$ cat src/design/mtd_pkg.sv
// Shared types and constants for the multicore task dispatcher.
// No dependencies; every other design file except mtd_ram imports this package.
`default_nettype none
package mtd_pkg;

    localparam int CORE_CNT    = 8;
    localparam int CORE_BITS   = 3;
    localparam int QUEUE_DEPTH = 16;
    localparam int SLOT_BITS   = 4;
    localparam int CNT_BITS    = 5;
    localparam int ADDR_BITS   = CORE_BITS + SLOT_BITS;
    localparam int STORE_DEPTH = CORE_CNT * QUEUE_DEPTH;
    localparam int TAG_BITS    = 16;
    localparam int CFG_ADDR_BITS = 5;

    localparam logic [CNT_BITS-1:0] RUN_SAT = CNT_BITS'(16);
    localparam logic [CNT_BITS-1:0] Q_FULL  = CNT_BITS'(QUEUE_DEPTH);

    typedef logic [CORE_BITS-1:0] core_t;
    typedef logic [CNT_BITS-1:0]  cnt_t;
    typedef logic [TAG_BITS-1:0]  tag_t;

    localparam logic [2:0] CMD_SUBMIT = 3'd0;
    localparam logic [2:0] CMD_FETCH  = 3'd1;
    localparam logic [2:0] CMD_DONE   = 3'd2;
    localparam logic [2:0] CMD_CANCEL = 3'd3;
    localparam logic [2:0] CMD_REBAL  = 3'd4;

    localparam logic [2:0] STS_OK       = 3'd0;
    localparam logic [2:0] STS_FULL     = 3'd1;
    localparam logic [2:0] STS_NO_TASK  = 3'd2;
    localparam logic [2:0] STS_NOT_FND  = 3'd3;
    localparam logic [2:0] STS_NO_MIGR  = 3'd4;

    localparam logic [1:0] MODE_RR    = 2'd0;
    localparam logic [1:0] MODE_LL    = 2'd1;
    localparam logic [1:0] MODE_STEAL = 2'd2;
    localparam logic [1:0] MODE_CORE0 = 2'd3;

    localparam logic [2:0] REG_MODE     = 3'd0;
    localparam logic [2:0] REG_ACTIVE   = 3'd1;
    localparam logic [2:0] REG_OVERLOAD = 3'd2;
    localparam logic [2:0] REG_GAP      = 3'd3;
    localparam logic [2:0] REG_PHYS     = 3'd4;
    localparam logic [2:0] REG_GROUP    = 3'd5;

    typedef enum logic [2:0] {
        OP_SUBMIT,
        OP_FETCH,
        OP_DONE,
        OP_CANCEL,
        OP_REBAL,
        OP_BAD
    } op_t;

    typedef enum logic [3:0] {
        ST_IDLE,
        ST_SCAN,
        ST_DECIDE,
        ST_POP_WAIT,
        ST_CAN_ISSUE,
        ST_CAN_CHECK,
        ST_SHIFT_ISSUE,
        ST_SHIFT_WR,
        ST_OUT
    } state_t;

    typedef struct packed {
        logic [2:0] cmd;
        tag_t       task_tag;
        core_t      core_sel;
    } req_t;

    typedef struct packed {
        logic [2:0]  status;
        core_t       target_core;
        core_t       source_core;
        tag_t        task_out;
        logic        was_stolen;
        logic [31:0] total_submitted;
        logic [31:0] total_completed;
    } rsp_t;

    typedef struct packed {
        op_t   op;
        tag_t  tag;
        core_t sel;
    } entry_t;

    typedef struct packed {
        logic [1:0]  mode;
        logic [3:0]  active_cores;
        logic [4:0]  busy_limit;
        logic [4:0]  imbalance_gap;
        logic [23:0] physical_map;
        logic [15:0] group_map;
    } cfg_t;

    function automatic logic [2:0] phys_of(logic [23:0] map, core_t c);
        return 3'(map >> (3 * int'(c)));
    endfunction

    function automatic logic [1:0] group_of(logic [15:0] map, core_t c);
        return 2'(map >> (2 * int'(c)));
    endfunction

endpackage
`default_nettype wire

$ cat src/design/mtd_ram.sv
// Generic single-write, single-read RAM with registered read data.
// No dependencies.
`default_nettype none
module mtd_ram #(
    parameter int WIDTH = 16,
    parameter int DEPTH = 128
) (
    input  wire logic                     clk,
    input  wire logic                     we,
    input  wire logic [$clog2(DEPTH)-1:0] waddr,
    input  wire logic [WIDTH-1:0]         wdata,
    input  wire logic [$clog2(DEPTH)-1:0] raddr,
    output logic      [WIDTH-1:0]         rdata
);
    logic [WIDTH-1:0] mem [DEPTH];

    always_ff @(posedge clk)
    begin
        if (we)
        begin
            mem[waddr] <= wdata;
        end
        rdata <= mem[raddr];
    end
endmodule
`default_nettype wire

$ cat src/design/mtd_front.sv
// Front end: takes request transfers, classifies the command and holds
// them in a two-entry queue for the back end. Depends on mtd_pkg.
`default_nettype none
module mtd_front (
    input  wire logic          clk,
    input  wire logic          rst_n,
    input  wire logic          req_valid,
    output logic               req_ready,
    input  wire mtd_pkg::req_t req,
    output logic               ent_valid,
    output mtd_pkg::entry_t    ent,
    input  wire logic          ent_pop
);
    import mtd_pkg::*;

    entry_t     slot_reg [2];
    logic       wr_ptr_reg, wr_ptr_next;
    logic       rd_ptr_reg, rd_ptr_next;
    logic [1:0] count_reg, count_next;
    logic       push;
    entry_t     cls;

    always_comb
    begin
        cls.tag = req.task_tag;
        cls.sel = req.core_sel;
        unique case (req.cmd)
            CMD_SUBMIT: cls.op = OP_SUBMIT;
            CMD_FETCH:  cls.op = OP_FETCH;
            CMD_DONE:   cls.op = OP_DONE;
            CMD_CANCEL: cls.op = OP_CANCEL;
            CMD_REBAL:  cls.op = OP_REBAL;
            default:    cls.op = OP_BAD;
        endcase
    end

    assign req_ready = (count_reg != 2'd2);
    assign push      = req_valid && req_ready;
    assign ent_valid = (count_reg != 2'd0);
    assign ent       = slot_reg[rd_ptr_reg];

    always_comb
    begin
        wr_ptr_next = push ? ~wr_ptr_reg : wr_ptr_reg;
        rd_ptr_next = ent_pop ? ~rd_ptr_reg : rd_ptr_reg;
        count_next  = count_reg + 2'(push) - 2'(ent_pop);
    end

    always_ff @(posedge clk or negedge rst_n)
    begin
        if (!rst_n)
        begin
            wr_ptr_reg <= 1'b0;
            rd_ptr_reg <= 1'b0;
            count_reg  <= 2'd0;
        end
        else
        begin
            wr_ptr_reg <= wr_ptr_next;
            rd_ptr_reg <= rd_ptr_next;
            count_reg  <= count_next;
        end
    end

    always_ff @(posedge clk)
    begin
        if (push)
        begin
            slot_reg[wr_ptr_reg] <= cls;
        end
    end
endmodule
`default_nettype wire

$ cat src/design/mtd_back.sv
// Back end: sequencer that scans cores, walks the task store and updates
// queue state, then registers one result. Depends on mtd_pkg, mtd_ram.
`default_nettype none
module mtd_back (
    input  wire logic            clk,
    input  wire logic            rst_n,
    input  wire mtd_pkg::cfg_t   cfg,
    input  wire logic            ent_valid,
    input  wire mtd_pkg::entry_t ent,
    output logic                 ent_pop,
    output logic                 rsp_valid,
    input  wire logic            rsp_ready,
    output mtd_pkg::rsp_t        rsp
);
    import mtd_pkg::*;

    state_t state_reg, state_next;

    logic [SLOT_BITS-1:0] head_reg [CORE_CNT];
    logic [SLOT_BITS-1:0] head_next [CORE_CNT];
    cnt_t q_reg [CORE_CNT];
    cnt_t q_next [CORE_CNT];
    cnt_t run_reg [CORE_CNT];
    cnt_t run_next [CORE_CNT];
    core_t rr_reg, rr_next;
    logic [31:0] sub_reg, sub_next;
    logic [31:0] comp_reg, comp_next;

    op_t   op_reg, op_next;
    tag_t  tag_reg, tag_next;
    core_t sel_reg, sel_next;
    logic [3:0] idx_reg, idx_next;
    logic [5:0] best_reg, best_next;
    core_t bestc_reg, bestc_next;
    logic  t1f_reg, t1f_next;
    core_t t1c_reg, t1c_next;
    logic  t2f_reg, t2f_next;
    cnt_t  t2m_reg, t2m_next;
    core_t t2c_reg, t2c_next;
    logic  t3f_reg, t3f_next;
    cnt_t  t3m_reg, t3m_next;
    core_t t3c_reg, t3c_next;
    core_t vic_reg, vic_next;
    logic [3:0] ci_reg, ci_next;
    cnt_t  cj_reg, cj_next;
    cnt_t  k_reg, k_next;

    logic [2:0] st_reg, st_next;
    core_t tgt_reg, tgt_next;
    core_t src_reg, src_next;
    tag_t  tout_reg, tout_next;
    logic  stl_reg, stl_next;

    logic rsp_valid_reg;
    rsp_t rsp_reg;
    logic rsp_load;

    logic                 ram_we;
    logic [ADDR_BITS-1:0] ram_waddr, ram_raddr;
    tag_t                 ram_wdata, ram_rdata;

    logic [3:0] n_act;
    core_t      sc, ci_c, rr_c;
    logic       sel_ok, vic_any, move_ok, cnt_ok;
    core_t      vic_pick;
    logic [2:0] myp;
    logic [1:0] myg;
    logic [5:0] load_i;

    function automatic logic [ADDR_BITS-1:0] slot(core_t c, logic [SLOT_BITS-1:0] h,
                                                  cnt_t off);
        return {c, SLOT_BITS'(h + off[SLOT_BITS-1:0])};
    endfunction

    mtd_ram #(.WIDTH(TAG_BITS), .DEPTH(STORE_DEPTH)) u_store (
        .clk   (clk),
        .we    (ram_we),
        .waddr (ram_waddr),
        .wdata (ram_wdata),
        .raddr (ram_raddr),
        .rdata (ram_rdata)
    );

    // shared helpers
    always_comb
    begin
        if (cfg.active_cores == 4'd0)
            n_act = 4'd1;
        else if (cfg.active_cores > 4'(CORE_CNT))
            n_act = 4'(CORE_CNT);
        else
            n_act = cfg.active_cores;
        sc     = idx_reg[CORE_BITS-1:0];
        ci_c   = ci_reg[CORE_BITS-1:0];
        rr_c   = ({1'b0, rr_reg} < n_act) ? rr_reg : '0;
        sel_ok = ({1'b0, ent.sel} < n_act);
        myp    = phys_of(cfg.physical_map, sel_reg);
        myg    = group_of(cfg.group_map, sel_reg);
        load_i = {1'b0, q_reg[sc]} + {1'b0, run_reg[sc]};
        vic_any = t1f_reg || t2f_reg || t3f_reg;
        priority if (t1f_reg)
            vic_pick = t1c_reg;
        else if (t2f_reg)
            vic_pick = t2c_reg;
        else
            vic_pick = t3c_reg;
        move_ok = t3f_reg && (t3m_reg > cfg.busy_limit)
                  && ((6'(t3m_reg) - best_reg) > 6'(cfg.imbalance_gap));
        cnt_ok = 1'b1;
        for (int c = 0; c < CORE_CNT; c++)
        begin
            if (q_reg[c] > Q_FULL || run_reg[c] > RUN_SAT)
                cnt_ok = 1'b0;
        end
    end

    // next state
    always_comb
    begin
        state_next = state_reg;
        unique case (state_reg)
            ST_IDLE:
            begin
                if (ent_valid)
                begin
                    unique case (ent.op)
                        OP_SUBMIT:
                            state_next = (cfg.mode == MODE_LL || cfg.mode == MODE_STEAL)
                                         ? ST_SCAN : ST_DECIDE;
                        OP_FETCH:
                            if (!sel_ok)
                                state_next = ST_OUT;
                            else if (q_reg[ent.sel] != '0)
                                state_next = ST_POP_WAIT;
                            else
                                state_next = ST_SCAN;
                        OP_CANCEL: state_next = ST_CAN_ISSUE;
                        OP_REBAL:  state_next = ST_SCAN;
                        default:   state_next = ST_OUT;
                    endcase
                end
            end
            ST_SCAN:
                if (idx_reg + 4'd1 >= n_act)
                    state_next = ST_DECIDE;
            ST_DECIDE:
            begin
                unique case (op_reg)
                    OP_FETCH: state_next = vic_any ? ST_POP_WAIT : ST_OUT;
                    OP_REBAL: state_next = move_ok ? ST_POP_WAIT : ST_OUT;
                    default:  state_next = ST_OUT;
                endcase
            end
            ST_POP_WAIT: state_next = ST_OUT;
            ST_CAN_ISSUE:
                if (ci_reg >= n_act)
                    state_next = ST_OUT;
                else if (cj_reg < q_reg[ci_c])
                    state_next = ST_CAN_CHECK;
            ST_CAN_CHECK:
                state_next = (ram_rdata == tag_reg) ? ST_SHIFT_ISSUE : ST_CAN_ISSUE;
            ST_SHIFT_ISSUE:
                state_next = (k_reg + 5'd1 < q_reg[ci_c]) ? ST_SHIFT_WR : ST_OUT;
            ST_SHIFT_WR: state_next = ST_SHIFT_ISSUE;
            ST_OUT:
                if (!rsp_valid_reg || rsp_ready)
                    state_next = ST_IDLE;
            default: state_next = ST_IDLE;
        endcase
    end

    // datapath
    always_comb
    begin
        head_next = head_reg;
        q_next    = q_reg;
        run_next  = run_reg;
        rr_next   = rr_reg;
        sub_next  = sub_reg;
        comp_next = comp_reg;
        op_next   = op_reg;
        tag_next  = tag_reg;
        sel_next  = sel_reg;
        idx_next  = idx_reg;
        best_next = best_reg;
        bestc_next = bestc_reg;
        t1f_next  = t1f_reg;
        t1c_next  = t1c_reg;
        t2f_next  = t2f_reg;
        t2m_next  = t2m_reg;
        t2c_next  = t2c_reg;
        t3f_next  = t3f_reg;
        t3m_next  = t3m_reg;
        t3c_next  = t3c_reg;
        vic_next  = vic_reg;
        ci_next   = ci_reg;
        cj_next   = cj_reg;
        k_next    = k_reg;
        st_next   = st_reg;
        tgt_next  = tgt_reg;
        src_next  = src_reg;
        tout_next = tout_reg;
        stl_next  = stl_reg;
        ram_we    = 1'b0;
        ram_waddr = '0;
        ram_wdata = '0;
        ram_raddr = '0;
        ent_pop   = 1'b0;
        rsp_load  = 1'b0;

        unique case (state_reg)
            ST_IDLE:
            begin
                if (ent_valid)
                begin
                    ent_pop    = 1'b1;
                    op_next    = ent.op;
                    tag_next   = ent.tag;
                    sel_next   = ent.sel;
                    idx_next   = '0;
                    best_next  = '1;
                    bestc_next = '0;
                    t1f_next   = 1'b0;
                    t2f_next   = 1'b0;
                    t3f_next   = 1'b0;
                    t2m_next   = '0;
                    t3m_next   = '0;
                    ci_next    = '0;
                    cj_next    = '0;
                    st_next    = STS_NO_TASK;
                    tgt_next   = '0;
                    src_next   = '0;
                    tout_next  = '0;
                    stl_next   = 1'b0;
                    unique case (ent.op)
                        OP_SUBMIT:
                            if (cfg.mode == MODE_RR)
                            begin
                                bestc_next = rr_c;
                                rr_next = ({1'b0, rr_c} + 4'd1 >= n_act)
                                          ? '0 : CORE_BITS'(rr_c + 3'd1);
                            end
                        OP_FETCH:
                        begin
                            tgt_next = ent.sel;
                            vic_next = ent.sel;
                            ram_raddr = slot(ent.sel, head_reg[ent.sel], '0);
                        end
                        OP_DONE:
                        begin
                            tgt_next = ent.sel;
                            if (sel_ok && run_reg[ent.sel] != '0)
                            begin
                                run_next[ent.sel] = run_reg[ent.sel] - 5'd1;
                                comp_next = comp_reg + 32'd1;
                                st_next   = STS_OK;
                            end
                        end
                        OP_CANCEL: st_next = STS_NOT_FND;
                        OP_REBAL:  st_next = STS_NO_MIGR;
                        default: ;
                    endcase
                end
            end
            ST_SCAN:
            begin
                idx_next = idx_reg + 4'd1;
                if (idx_reg < n_act)
                begin
                    unique case (op_reg)
                        OP_SUBMIT:
                            if (load_i < best_reg)
                            begin
                                best_next  = load_i;
                                bestc_next = sc;
                            end
                        OP_FETCH:
                        begin
                            if (sc != sel_reg && phys_of(cfg.physical_map, sc) == myp
                                && q_reg[sc] != '0 && !t1f_reg)
                            begin
                                t1f_next = 1'b1;
                                t1c_next = sc;
                            end
                            if (sc != sel_reg && phys_of(cfg.physical_map, sc) != myp
                                && group_of(cfg.group_map, sc) == myg && q_reg[sc] > t2m_reg)
                            begin
                                t2f_next = 1'b1;
                                t2m_next = q_reg[sc];
                                t2c_next = sc;
                            end
                            if (sc != sel_reg && q_reg[sc] > t3m_reg)
                            begin
                                t3f_next = 1'b1;
                                t3m_next = q_reg[sc];
                                t3c_next = sc;
                            end
                        end
                        OP_REBAL:
                        begin
                            if (q_reg[sc] > t3m_reg)
                            begin
                                t3f_next = 1'b1;
                                t3m_next = q_reg[sc];
                                t3c_next = sc;
                            end
                            if (6'(q_reg[sc]) < best_reg)
                            begin
                                best_next  = 6'(q_reg[sc]);
                                bestc_next = sc;
                            end
                        end
                        default: ;
                    endcase
                end
            end
            ST_DECIDE:
            begin
                unique case (op_reg)
                    OP_SUBMIT:
                    begin
                        tgt_next  = bestc_reg;
                        tout_next = tag_reg;
                        if (q_reg[bestc_reg] >= Q_FULL)
                            st_next = STS_FULL;
                        else
                        begin
                            ram_we    = 1'b1;
                            ram_waddr = slot(bestc_reg, head_reg[bestc_reg], q_reg[bestc_reg]);
                            ram_wdata = tag_reg;
                            q_next[bestc_reg] = q_reg[bestc_reg] + 5'd1;
                            sub_next  = sub_reg + 32'd1;
                            st_next   = STS_OK;
                        end
                    end
                    OP_FETCH:
                    begin
                        vic_next  = vic_pick;
                        ram_raddr = slot(vic_pick, head_reg[vic_pick], '0);
                    end
                    OP_REBAL:
                    begin
                        vic_next  = t3c_reg;
                        ram_raddr = slot(t3c_reg, head_reg[t3c_reg], '0);
                    end
                    default: ;
                endcase
            end
            ST_POP_WAIT:
            begin
                tout_next = ram_rdata;
                src_next  = vic_reg;
                st_next   = STS_OK;
                head_next[vic_reg] = head_reg[vic_reg] + 4'd1;
                q_next[vic_reg]    = q_reg[vic_reg] - 5'd1;
                if (op_reg == OP_FETCH)
                begin
                    stl_next = (vic_reg != sel_reg);
                    if (run_reg[sel_reg] < RUN_SAT)
                        run_next[sel_reg] = run_reg[sel_reg] + 5'd1;
                end
                else
                begin
                    tgt_next  = bestc_reg;
                    ram_we    = 1'b1;
                    ram_waddr = slot(bestc_reg, head_reg[bestc_reg], q_reg[bestc_reg]);
                    ram_wdata = ram_rdata;
                    q_next[bestc_reg] = q_reg[bestc_reg] + 5'd1;
                end
            end
            ST_CAN_ISSUE:
            begin
                if (ci_reg < n_act)
                begin
                    if (cj_reg >= q_reg[ci_c])
                    begin
                        ci_next = ci_reg + 4'd1;
                        cj_next = '0;
                    end
                    else
                        ram_raddr = slot(ci_c, head_reg[ci_c], cj_reg);
                end
            end
            ST_CAN_CHECK:
            begin
                if (ram_rdata == tag_reg)
                begin
                    k_next    = cj_reg;
                    st_next   = STS_OK;
                    tgt_next  = ci_c;
                    src_next  = ci_c;
                    tout_next = tag_reg;
                end
                else
                    cj_next = cj_reg + 5'd1;
            end
            ST_SHIFT_ISSUE:
            begin
                if (k_reg + 5'd1 < q_reg[ci_c])
                    ram_raddr = slot(ci_c, head_reg[ci_c], k_reg + 5'd1);
                else
                    q_next[ci_c] = q_reg[ci_c] - 5'd1;
            end
            ST_SHIFT_WR:
            begin
                // close the gap left by the cancelled entry
                ram_we    = 1'b1;
                ram_waddr = slot(ci_c, head_reg[ci_c], k_reg);
                ram_wdata = ram_rdata;
                k_next    = k_reg + 5'd1;
            end
            ST_OUT:
                rsp_load = !rsp_valid_reg || rsp_ready;
            default: ;
        endcase
    end

    always_ff @(posedge clk or negedge rst_n)
    begin
        if (!rst_n)
        begin
            state_reg <= ST_IDLE;
            for (int c = 0; c < CORE_CNT; c++)
            begin
                head_reg[c] <= '0;
                q_reg[c]    <= '0;
                run_reg[c]  <= '0;
            end
            rr_reg        <= '0;
            sub_reg       <= '0;
            comp_reg      <= '0;
            rsp_valid_reg <= 1'b0;
        end
        else
        begin
            state_reg <= state_next;
            head_reg  <= head_next;
            q_reg     <= q_next;
            run_reg   <= run_next;
            rr_reg    <= rr_next;
            sub_reg   <= sub_next;
            comp_reg  <= comp_next;
            if (rsp_load)
                rsp_valid_reg <= 1'b1;
            else if (rsp_ready)
                rsp_valid_reg <= 1'b0;
        end
    end

    always_ff @(posedge clk)
    begin
        op_reg    <= op_next;
        tag_reg   <= tag_next;
        sel_reg   <= sel_next;
        idx_reg   <= idx_next;
        best_reg  <= best_next;
        bestc_reg <= bestc_next;
        t1f_reg   <= t1f_next;
        t1c_reg   <= t1c_next;
        t2f_reg   <= t2f_next;
        t2m_reg   <= t2m_next;
        t2c_reg   <= t2c_next;
        t3f_reg   <= t3f_next;
        t3m_reg   <= t3m_next;
        t3c_reg   <= t3c_next;
        vic_reg   <= vic_next;
        ci_reg    <= ci_next;
        cj_reg    <= cj_next;
        k_reg     <= k_next;
        st_reg    <= st_next;
        tgt_reg   <= tgt_next;
        src_reg   <= src_next;
        tout_reg  <= tout_next;
        stl_reg   <= stl_next;
        if (rsp_load)
        begin
            rsp_reg.status          <= st_reg;
            rsp_reg.target_core     <= tgt_reg;
            rsp_reg.source_core     <= src_reg;
            rsp_reg.task_out        <= tout_reg;
            rsp_reg.was_stolen      <= stl_reg;
            rsp_reg.total_submitted <= sub_reg;
            rsp_reg.total_completed <= comp_reg;
        end
    end

    assign rsp_valid = rsp_valid_reg;
    assign rsp       = rsp_reg;

    a_counts_bounded: assert property (@(posedge clk) disable iff (!rst_n) cnt_ok)
        else $error("queue or running count out of range");
    a_no_write_idle: assert property (@(posedge clk) disable iff (!rst_n)
        state_reg == ST_IDLE |-> !ram_we)
        else $error("task store written while idle");
    a_sub_from_decide: assert property (@(posedge clk) disable iff (!rst_n)
        sub_reg != $past(sub_reg) |-> $past(state_reg) == ST_DECIDE)
        else $error("submit total moved outside decide");
    a_pop_one_item: assert property (@(posedge clk) disable iff (!rst_n)
        ent_pop |-> state_reg == ST_IDLE && ent_valid)
        else $error("queue entry taken while busy");
endmodule
`default_nettype wire

$ cat src/design/multicore_task_dispatcher.sv
// Multicore task dispatcher top level: config registers, front, back.
// Depends on mtd_pkg, mtd_front, mtd_back (and mtd_ram through mtd_back).
// The back sequencer handles one item at a time; two more can wait in the queue.
// Reset (async, active low) empties all queues and counters; config takes defaults.
`default_nettype none
module multicore_task_dispatcher (
    input  wire logic                              clk,
    input  wire logic                              rst_n,
    input  wire logic                              req_valid,
    output logic                                   req_ready,
    input  wire mtd_pkg::req_t                     req,
    output logic                                   rsp_valid,
    input  wire logic                              rsp_ready,
    output mtd_pkg::rsp_t                          rsp,
    input  wire logic                              psel,
    input  wire logic                              penable,
    input  wire logic                              pwrite,
    input  wire logic [mtd_pkg::CFG_ADDR_BITS-1:0] paddr,
    input  wire logic [31:0]                       pwdata,
    output logic [31:0]                            prdata,
    output logic                                   pready
);
    import mtd_pkg::*;

    cfg_t       cfg_reg;
    logic       cfg_we;
    logic [2:0] cfg_idx;
    logic       ent_valid, ent_pop;
    entry_t     ent;

    assign pready  = 1'b1;
    assign cfg_idx = paddr[CFG_ADDR_BITS-1:2];
    assign cfg_we  = psel && penable && pwrite;

    always_ff @(posedge clk or negedge rst_n)
    begin
        if (!rst_n)
        begin
            cfg_reg.mode          <= 2'd0;
            cfg_reg.active_cores  <= 4'd8;
            cfg_reg.busy_limit    <= 5'd5;
            cfg_reg.imbalance_gap <= 5'd2;
            cfg_reg.physical_map  <= 24'd16434824;
            cfg_reg.group_map     <= 16'd0;
        end
        else if (cfg_we)
        begin
            unique case (cfg_idx)
                REG_MODE:     cfg_reg.mode          <= pwdata[1:0];
                REG_ACTIVE:   cfg_reg.active_cores  <= pwdata[3:0];
                REG_OVERLOAD: cfg_reg.busy_limit    <= pwdata[4:0];
                REG_GAP:      cfg_reg.imbalance_gap <= pwdata[4:0];
                REG_PHYS:     cfg_reg.physical_map  <= pwdata[23:0];
                REG_GROUP:    cfg_reg.group_map     <= pwdata[15:0];
                default: ;
            endcase
        end
    end

    always_comb
    begin
        unique case (cfg_idx)
            REG_MODE:     prdata = {30'd0, cfg_reg.mode};
            REG_ACTIVE:   prdata = {28'd0, cfg_reg.active_cores};
            REG_OVERLOAD: prdata = {27'd0, cfg_reg.busy_limit};
            REG_GAP:      prdata = {27'd0, cfg_reg.imbalance_gap};
            REG_PHYS:     prdata = {8'd0, cfg_reg.physical_map};
            REG_GROUP:    prdata = {16'd0, cfg_reg.group_map};
            default:      prdata = 32'd0;
        endcase
    end

    mtd_front u_front (
        .clk       (clk),
        .rst_n     (rst_n),
        .req_valid (req_valid),
        .req_ready (req_ready),
        .req       (req),
        .ent_valid (ent_valid),
        .ent       (ent),
        .ent_pop   (ent_pop)
    );

    mtd_back u_back (
        .clk       (clk),
        .rst_n     (rst_n),
        .cfg       (cfg_reg),
        .ent_valid (ent_valid),
        .ent       (ent),
        .ent_pop   (ent_pop),
        .rsp_valid (rsp_valid),
        .rsp_ready (rsp_ready),
        .rsp       (rsp)
    );
endmodule
`default_nettype wire
$ cat config.mk
export PLATFORM = sky130hd
export DESIGN_NAME = multicore_task_dispatcher
export DESIGN_NICKNAME = d
export VERILOG_FILES = /design/src/design/mtd_pkg.sv /design/src/design/mtd_ram.sv /design/src/design/mtd_front.sv /design/src/design/mtd_back.sv /design/src/design/multicore_task_dispatcher.sv
export SDC_FILE = /design/constraint.sdc
export NUM_CORES = 2
export LEC_CHECK = 0
export BUFFER_PORTS_ARGS = -buffer_cell sky130_fd_sc_hd__buf_2
export CORE_UTILIZATION = 45
export DETAILED_ROUTE_END_ITERATION = 10
export MAX_ROUTING_LAYER = met4
export PLACE_DENSITY = 0.61
export SYNTH_ARGS = -nofsm -noshare
export SYNTH_HDL_FRONTEND = slang
export SYNTH_SLANG_ARGS = --single-unit
$ cat constraint.sdc
create_clock -name clk -period 13.3 [get_ports clk]
set_input_delay 1.995 -clock clk [delete_from_list [all_inputs] [get_ports clk]]
set_output_delay 1.995 -clock clk [all_outputs]
set_load 0.02 [all_outputs]
Word-level counts from Yosys, hierarchy flattened
Memories as Yosys holds them, arrays and structs flattened. A register that Yosys moved wholly into a read port is not among the register bits.
Cells that the tools add are included.
{ "classes": {"addsub": 22, "eq_ne": 62, "muxes": 200, "magnitude_cmp": 32, "bitwise": 11, "shift": 4, "mul": 2, "reduce_logical": 76} }
{ "ops": {"columns": ["op", "n"], "rows": [
  ["$mux W40", 9],
  ["$bwmux W40", 6],
  ["$mux W5", 32],
  ["$pmux W24 S6", 1],
  ["$bmux W5 S3", 8],
  ["$pmux W40 S3", 1],
  ["$mux W4", 27],
  ["$mux W16", 6],
  ["$pmux W40 S2", 1],
  ["$demux W5 S3", 5],
  ["$bmux W4 S3", 6],
  ["$mux W3", 23],
  ["$add A32 B1 Y32 const B", 2],
  ["$pmux W16 S4", 1],
  ["$shr A24 B32 Y3", 2],
  ["$mux W7", 8],
  ["$pmux W16 S3", 1],
  ["$pmux W5 S2", 4],
  ["$pmux W4 S9", 1],
  ["$reduce_and A4 Y1", 9],
  ["$bwmux W32", 1],
  ["$ge A4 B4 Y1 const B", 8],
  ["$ne A2 B1 Y1 const B", 16],
  ["$not A3 Y4", 8],
  ["other kinds (74)", 223]
]} }
{ "word_totals": {"out_inout_bits": 125, "memories": 2, "ff_bits": 434, "input_bits": 66, "ramBits": 2092} }
{ "mem_list": {"columns": ["memory", "depth", "width", "rd", "rd_clocked_by_memory_dff", "write_ports", "line_no", "rtl"], "rows": [
  ["u_back.u_store.mem", 128, 16, 1, 1, 1, "mtd_ram.sv:15", "logic [WIDTH-1:0] mem [DEPTH];"],
  ["u_front.slot_reg", 2, 22, 1, 0, 1, "mtd_front.sv:16", "entry_t slot_reg [2];"]
]} }

Logic depth before layout (Yosys ltp)
{ "logic_depth": {"ltp_word": 11, "depth_mapped": 26, "ltp_nobuf": 19} }

Modules after synthesis
A second synthesis with hierarchy kept.
{ "hier_totals": {"cells_unflattened": 5643, "hier_area_um2": 107065.2} }
{ "by_module_without_submodules": {"columns": ["mod", "cells_per_inst", "area_each_um2", "n_inst", "seq_area_each_um2"], "rows": [
  ["mtd_ram", 3085, 78524.1, 1, 61819.3],
  ["mtd_back", 2271, 24010.5, 1, 10309.9],
  ["multicore_task_dispatcher", 199, 2716.4, 1, 1421.4],
  ["mtd_front", 88, 1814.2, 1, 1421.4]
]} }

Worst setup path after synthesis
No wires, ideal clock.
{ "synth_path": {"path_kind": "reg-to-reg", "start": "reg u_back.idx_reg[0]", "end": "reg u_back.best_reg[0], enable pin", "path_slack_ps": 7390, "arrival_ps": 5524, "required_ps": 12913, "synth_period_minus_slack_ps": 5910, "stages_incl_launch_ff": 18, "n_path_buf": 4, "cell_sequence": "edfxtp_1 clkbuf_1 buf_1 clkbuf_1 buf_1 mux4_2 mux2_2 ha_1 fa_1 a21o_1 a21oi_1 xnor2_1 ha_1 o21ai_0 nand2b_1 a21oi_1 nor2_1 nor3_1"} }
{ "synth_via": {"elab_chain_cells": 8} }
{ "synth_lines": {"columns": ["item", "line_no", "rtl"], "rows": [
  ["from (decl)", "mtd_back.sv:32", "logic [3:0] idx_reg, idx_next;"],
  ["from (signal assigned)", "mtd_back.sv:455", "idx_reg <= idx_next;"],
  ["$not A3 Y4 (not written as such)", "mtd_back.sv:99, mtd_back.sv:307", null],
  ["$bmux W5 S3 (on tied branches)", "mtd_back.sv:99, mtd_back.sv:307", null],
  ["$mux W5 (on tied branches) (2 in series)", "mtd_back.sv:99, mtd_back.sv:307", null],
  ["$add A5 B5 Y6", "mtd_back.sv:99", "load_i = {1'b0, q_reg[sc]} + {1'b0, run_reg[sc]};"],
  ["$lt A6 B6 Y1", "mtd_back.sv:272", "if (load_i < best_reg)"],
  ["$ne A3 B2 Y1 (no line)", null, null],
  ["$reduce_and A6 Y1 (no line) (*)", null, null],
  ["to (signal assigned)", "mtd_back.sv:456", "best_reg <= best_next;"],
  ["to (decl)", "mtd_back.sv:33", "logic [5:0] best_reg, best_next;"]
]} }
Mark *: on every way between the ends. The rest lies on a longest branch, timed or not. The select of a mux whose other input is x is not followed.
A chain may end at the register's enable or synchronous reset.

Final worst setup path
{ "layout_path": {"start": "reg u_back.ci_reg[0]", "end": "reg u_back.u_store.rdata[12], read port of u_back.u_store.mem"} }
{ "layout_via": {"elab_chain_cells": 8} }
{ "layout_lines": {"columns": ["item", "line_no", "rtl"], "rows": [
  ["from (decl)", "mtd_back.sv:44", "logic [3:0] ci_reg, ci_next;"],
  ["from (signal assigned)", "mtd_back.sv:467", "ci_reg <= ci_next;"],
  ["$not A3 Y4 (not written as such)", null, null],
  ["$bmux W4 S3 / $bmux W5 S3 (equally long branches)", null, null],
  ["$mux W4 (not written as such) / $mux W5 (equally long branches) (2 in series)", null, null],
  ["$add A4 B4 Y4 / $ge A5 B5 Y1 (equally long branches)", "mtd_back.sv:72, mtd_back.sv:375", null],
  ["$mux W7", "mtd_back.sv:375", "if (cj_reg >= q_reg[ci_c])"],
  ["$mux W7", "mtd_back.sv:373", "if (ci_reg < n_act)"],
  ["$pmux W7 S4 (*)", "mtd_back.sv:211", "unique case (state_reg)"],
  ["to (decl)", "mtd_ram.sv:13", "output logic [WIDTH-1:0] rdata"]
]} }
Marked as above.

==> summary.txt <==
outcome: finished clean
DIE AREA: 0.245 mm^2
starting density of the core: 45.4%
proportion of total power due to net switching: 32.2%
CTS sink count: 2,542
Syn Inst Count: 8,271
routed length on met2: 156,000 um
worst setup path category: flip-flop to flip-flop
largest cells by area after synthesis: sky130_fd_sc_hd__edfxtp_1 63%, sky130_fd_sc_hd__nand2_1 5.8%, sky130_fd_sc_hd__dfrtp_1 5.2%
largest driver fanout on the critical path: 60
gp weighted congestion: 0.951
number of hold buffers added after cts: 0
wire length of the first global-routing pass: 492,000 um
share of power burned in combinational logic: 23.3%
Worst-Margin Slew: 1.33 ns
summed instance area of the synthesized netlist: 0.110 mm^2
share of flip-flops with an asynchronous set or reset: 9.60%
family of cells with the greatest summed delay on the critical path: simple AND/OR/NAND/NOR gates
Placeable Area: 0.241 mm^2
top routing layer in use: met4
count of antenna-violating nets left after detailed routing: 0
via count of the first global-routing pass: 69,165
Yosys cell types: 100
share of power burned in registers: 43.1%
Fin. Hold Viols: 0
CTS Buf Count: 287
Iter 0 DRT Violations: 9,274
peak per-stage delay on the critical path: 0.93 ns
post-route met1 wirelength: 139,000 um
Chip Width: 495 um
Final Slew Violations: 0
number of antenna violations at the first check in global routing: 13
fraction of final layout cells sized beyond drive strength 1: 13.4%
most common flop cell mapped by yosys: sky130_fd_sc_hd__edfxtp_1
clock skew after layout: 0.0856 ns
Fmax achieved: 116 MHz
Worst-Skew Late Latency: 0.96 ns
post-DR wirelength/cell: 28.7 um
buffers from clock root to sink, at most: 4
Power Internal: 15.3 mW
required time at the endpoint of the critical path: 14.18 ns
warnings from Yosys: 0
register bit total from synthesis: 2,542
grt total ovfl: 0
# rows: 180
net load switching power: 7.26 mW
Maximum Capacitance Violations: 0
number of gates resized after CTS: 0
drt first pass iters: 6
maximum vdd ir drop: 0.158 mV
DIE HEIGHT: 495 um
flip-flop count of the largest register, all copies and words added: 2,048
synth-to-layout area growth: 12.6%
detail-routed via count per cell: 6.11
crit path buf inv count: 4
Tot GR Track Use: 28.4%
via count: 72,847
CTS root buf: sky130_fd_sc_hd__clkbuf_16
count of endpoints failing setup in the final report: 0
area used by multi-input combinational logic: 0.0322 mm^2
final worst path period need: 8.61 ns
leakage power of the design: 46.8 nW
Yosys top cell area share: 62.5%
Post-CTS Repair Setup Buffers: 0
number of port buffers: 171
detailed-route DRC error count: 0
clock transition at the registers of the reported paths: 0.06 ns
met3 routed wirelength: 34,000 um
Post-Route Setup TNS: 0 ns
HPWL after DPL: 211,000 um
FF+latch area: 0.0750 mm^2
layout net count: 8,691
clock tree from TritonCTS: yes
Mean Syn Cell Area: 13.2 um^2
sort of element at the start of the critical path: flip-flop
worst-path cell with the longest stage delay: sky130_fd_sc_hd__a221oi_1
Worst Path Arrival: 9.49 ns
final clock period utilization by the worst path: 64.7%
count of flip-flops with a built-in enable after synthesis: 2,282
final worst hold slack: 0.419 ns
power density normalized to cell area: 183 mW/mm^2
type of the tightest min-delay check: flip-flop to flip-flop
overall routed net length: 343,000 um
share of the yosys chip area belonging to registers: 68.4%
Synth area leader: sky130_fd_sc_hd__edfxtp_1
H-tree depth reported by CTS: 5
part of the power in the clock network: 33.6%
setup repair after global routing missed its margin: no
kind of end point of the critical path: flip-flop
max_slew headroom: 11.2%
worst-path cell chain: buf_4, inv_1, nor2_1, a22oi_1, and3_1, ha_1, nor2b_1, o21ai_0, nand3_1, nor3_1, a221o_1, or2_4, buf_4, buf_4, nand2_1, nand3_1, nand3_1, a311o_1, a221oi_1, or3_1
Top-Level Pins: 191
Filler cells: 20,096
largest net degree at the start of global routing: 138
## routing by layer
layer / up-vias / GRT usage, %
li1: 31576 / -
met3: 632 / 5.49
met2: 3883 / 42.4
met1: 36756 / 38.5
met5: - / -
met4: 0 / 10.7
## power groups by stage
stage / clock, mW / combinational (mW) / sequential, mW
after floorplan: 0 / 3.15 / 9.77
after global placement: 0 / 5.10 / 9.85
after detailed placement: 0 / 5.15 / 9.86
after CTS: 7.67 / 5.17 / 9.70
after global routing: 7.98 / 5.57 / 9.75
final: 7.59 / 5.24 / 9.72
## cells in the mapped netlist, drive strengths merged (11+ instances only)
cell	instances
o21ai	278
inv	81
dfrtp	228
a31oi	81
o32ai	15
dfstp	16
xnor2	116
xor2	31
nand2	1695
a32oi	77
a21o	21
and2	26
buf	302
mux2i	427
nand4	91
edfxtp	2282
ha	96
nor2b	28
mux4	110
a22oi	83
nand2b	32
clkbuf	194
a32o	11
nor2	347
o21a	11
o211ai	35
a21oi	195
o221ai	14
nor3	56
a211oi	28
a311oi	24
dfxtp	16
nand3	733
o2111ai	37
o22ai	52
a222oi	15
and3	58
a22o	47
a221oi	36
nor4	14
mux2	102
## layout make-up
class,count,area share (%)
clock inverter,127,0.936
sequential,2542,60.7
tap,3185,3.23
multi-input combinational,5158,26.1
antenna,7,0.0142
inverter,82,0.249
clock buffer,366,6.24
timing repair buffer,452,2.52
## cells in the final DEF, fill, tap and decap left out, types with 110 or more instances in the layout
master and instances:
sky130_fd_sc_hd__edfxtp_1 2282, sky130_fd_sc_hd__mux2i_1 425, sky130_fd_sc_hd__o21ai_0 257, sky130_fd_sc_hd__clkbuf_16 292, sky130_fd_sc_hd__buf_4 268, sky130_fd_sc_hd__nand2_1 1694
sky130_fd_sc_hd__dfrtp_1 228, sky130_fd_sc_hd__nand3_1 731, sky130_fd_sc_hd__mux4_2 110, sky130_fd_sc_hd__xnor2_1 116, sky130_fd_sc_hd__buf_2 170, sky130_fd_sc_hd__nor2_1 299
sky130_fd_sc_hd__a21oi_1 195
## metrics by stage
step	power [mW]	instance area (um^2)	utilization (%)	std cells	setup slack, ns
2_1_floorplan	12.9	110000	-	8278	7.39
6_report	22.5	123000	51.2	11919	4.69
5_1_grt	23.3	123000	51.2	11918	4.34
3_5_place_dp	15.0	115000	47.5	11418	4.91
4_1_cts	22.5	123000	51.2	11911	4.92
3_3_place_gp	14.9	115000	47.5	11417	4.49
## path summary, 6_finish.rpt
| check | cells past startpoint | start | slack [ns] | to |
|---|---|---|---|---|
| setup / recovery | 20 | u_back.ci_reg[0]$_SDFFCE_PN0P_ | 4.69 | u_back.u_store.rdata[12]$_DFF_P_ |
| hold / removal | 0 | u_back.tout_reg[12]$_SDFFCE_PN0P_ | 0.42 | u_back.rsp[77]$_DFFE_PP_ |
| setup reg to reg | 20 | u_back.ci_reg[0]$_SDFFCE_PN0P_ | 4.69 | u_back.u_store.rdata[12]$_DFF_P_ |
| hold reg to reg | 0 | u_back.tout_reg[12]$_SDFFCE_PN0P_ | 0.42 | u_back.rsp[77]$_DFFE_PP_ |
| max in group asynchronous | 3 | rst_n | 10.35 | u_back.sub_reg[21]$_DFFE_PN0P_ |
| min in group asynchronous | 1 | rst_n | 1.02 | cfg_reg[2]$_DFFE_PN0P_ |
## kinds of logic (layout without fill, tap and decap cells)
kind of cell,Yosys count,after routing,synth area share (%)
xor+xnor,147,147,1.17
simple gates,3126,3126,12.4
flops,2542,2542,68.4
buf+inv,578,1027,2.58
mux,639,639,7.22
fa+ha+maj,102,102,1.21
compound gates,1135,1135,7.03
other cells,2,16,0.00685
No activity file was read; power rests on OpenSTA's default activity.
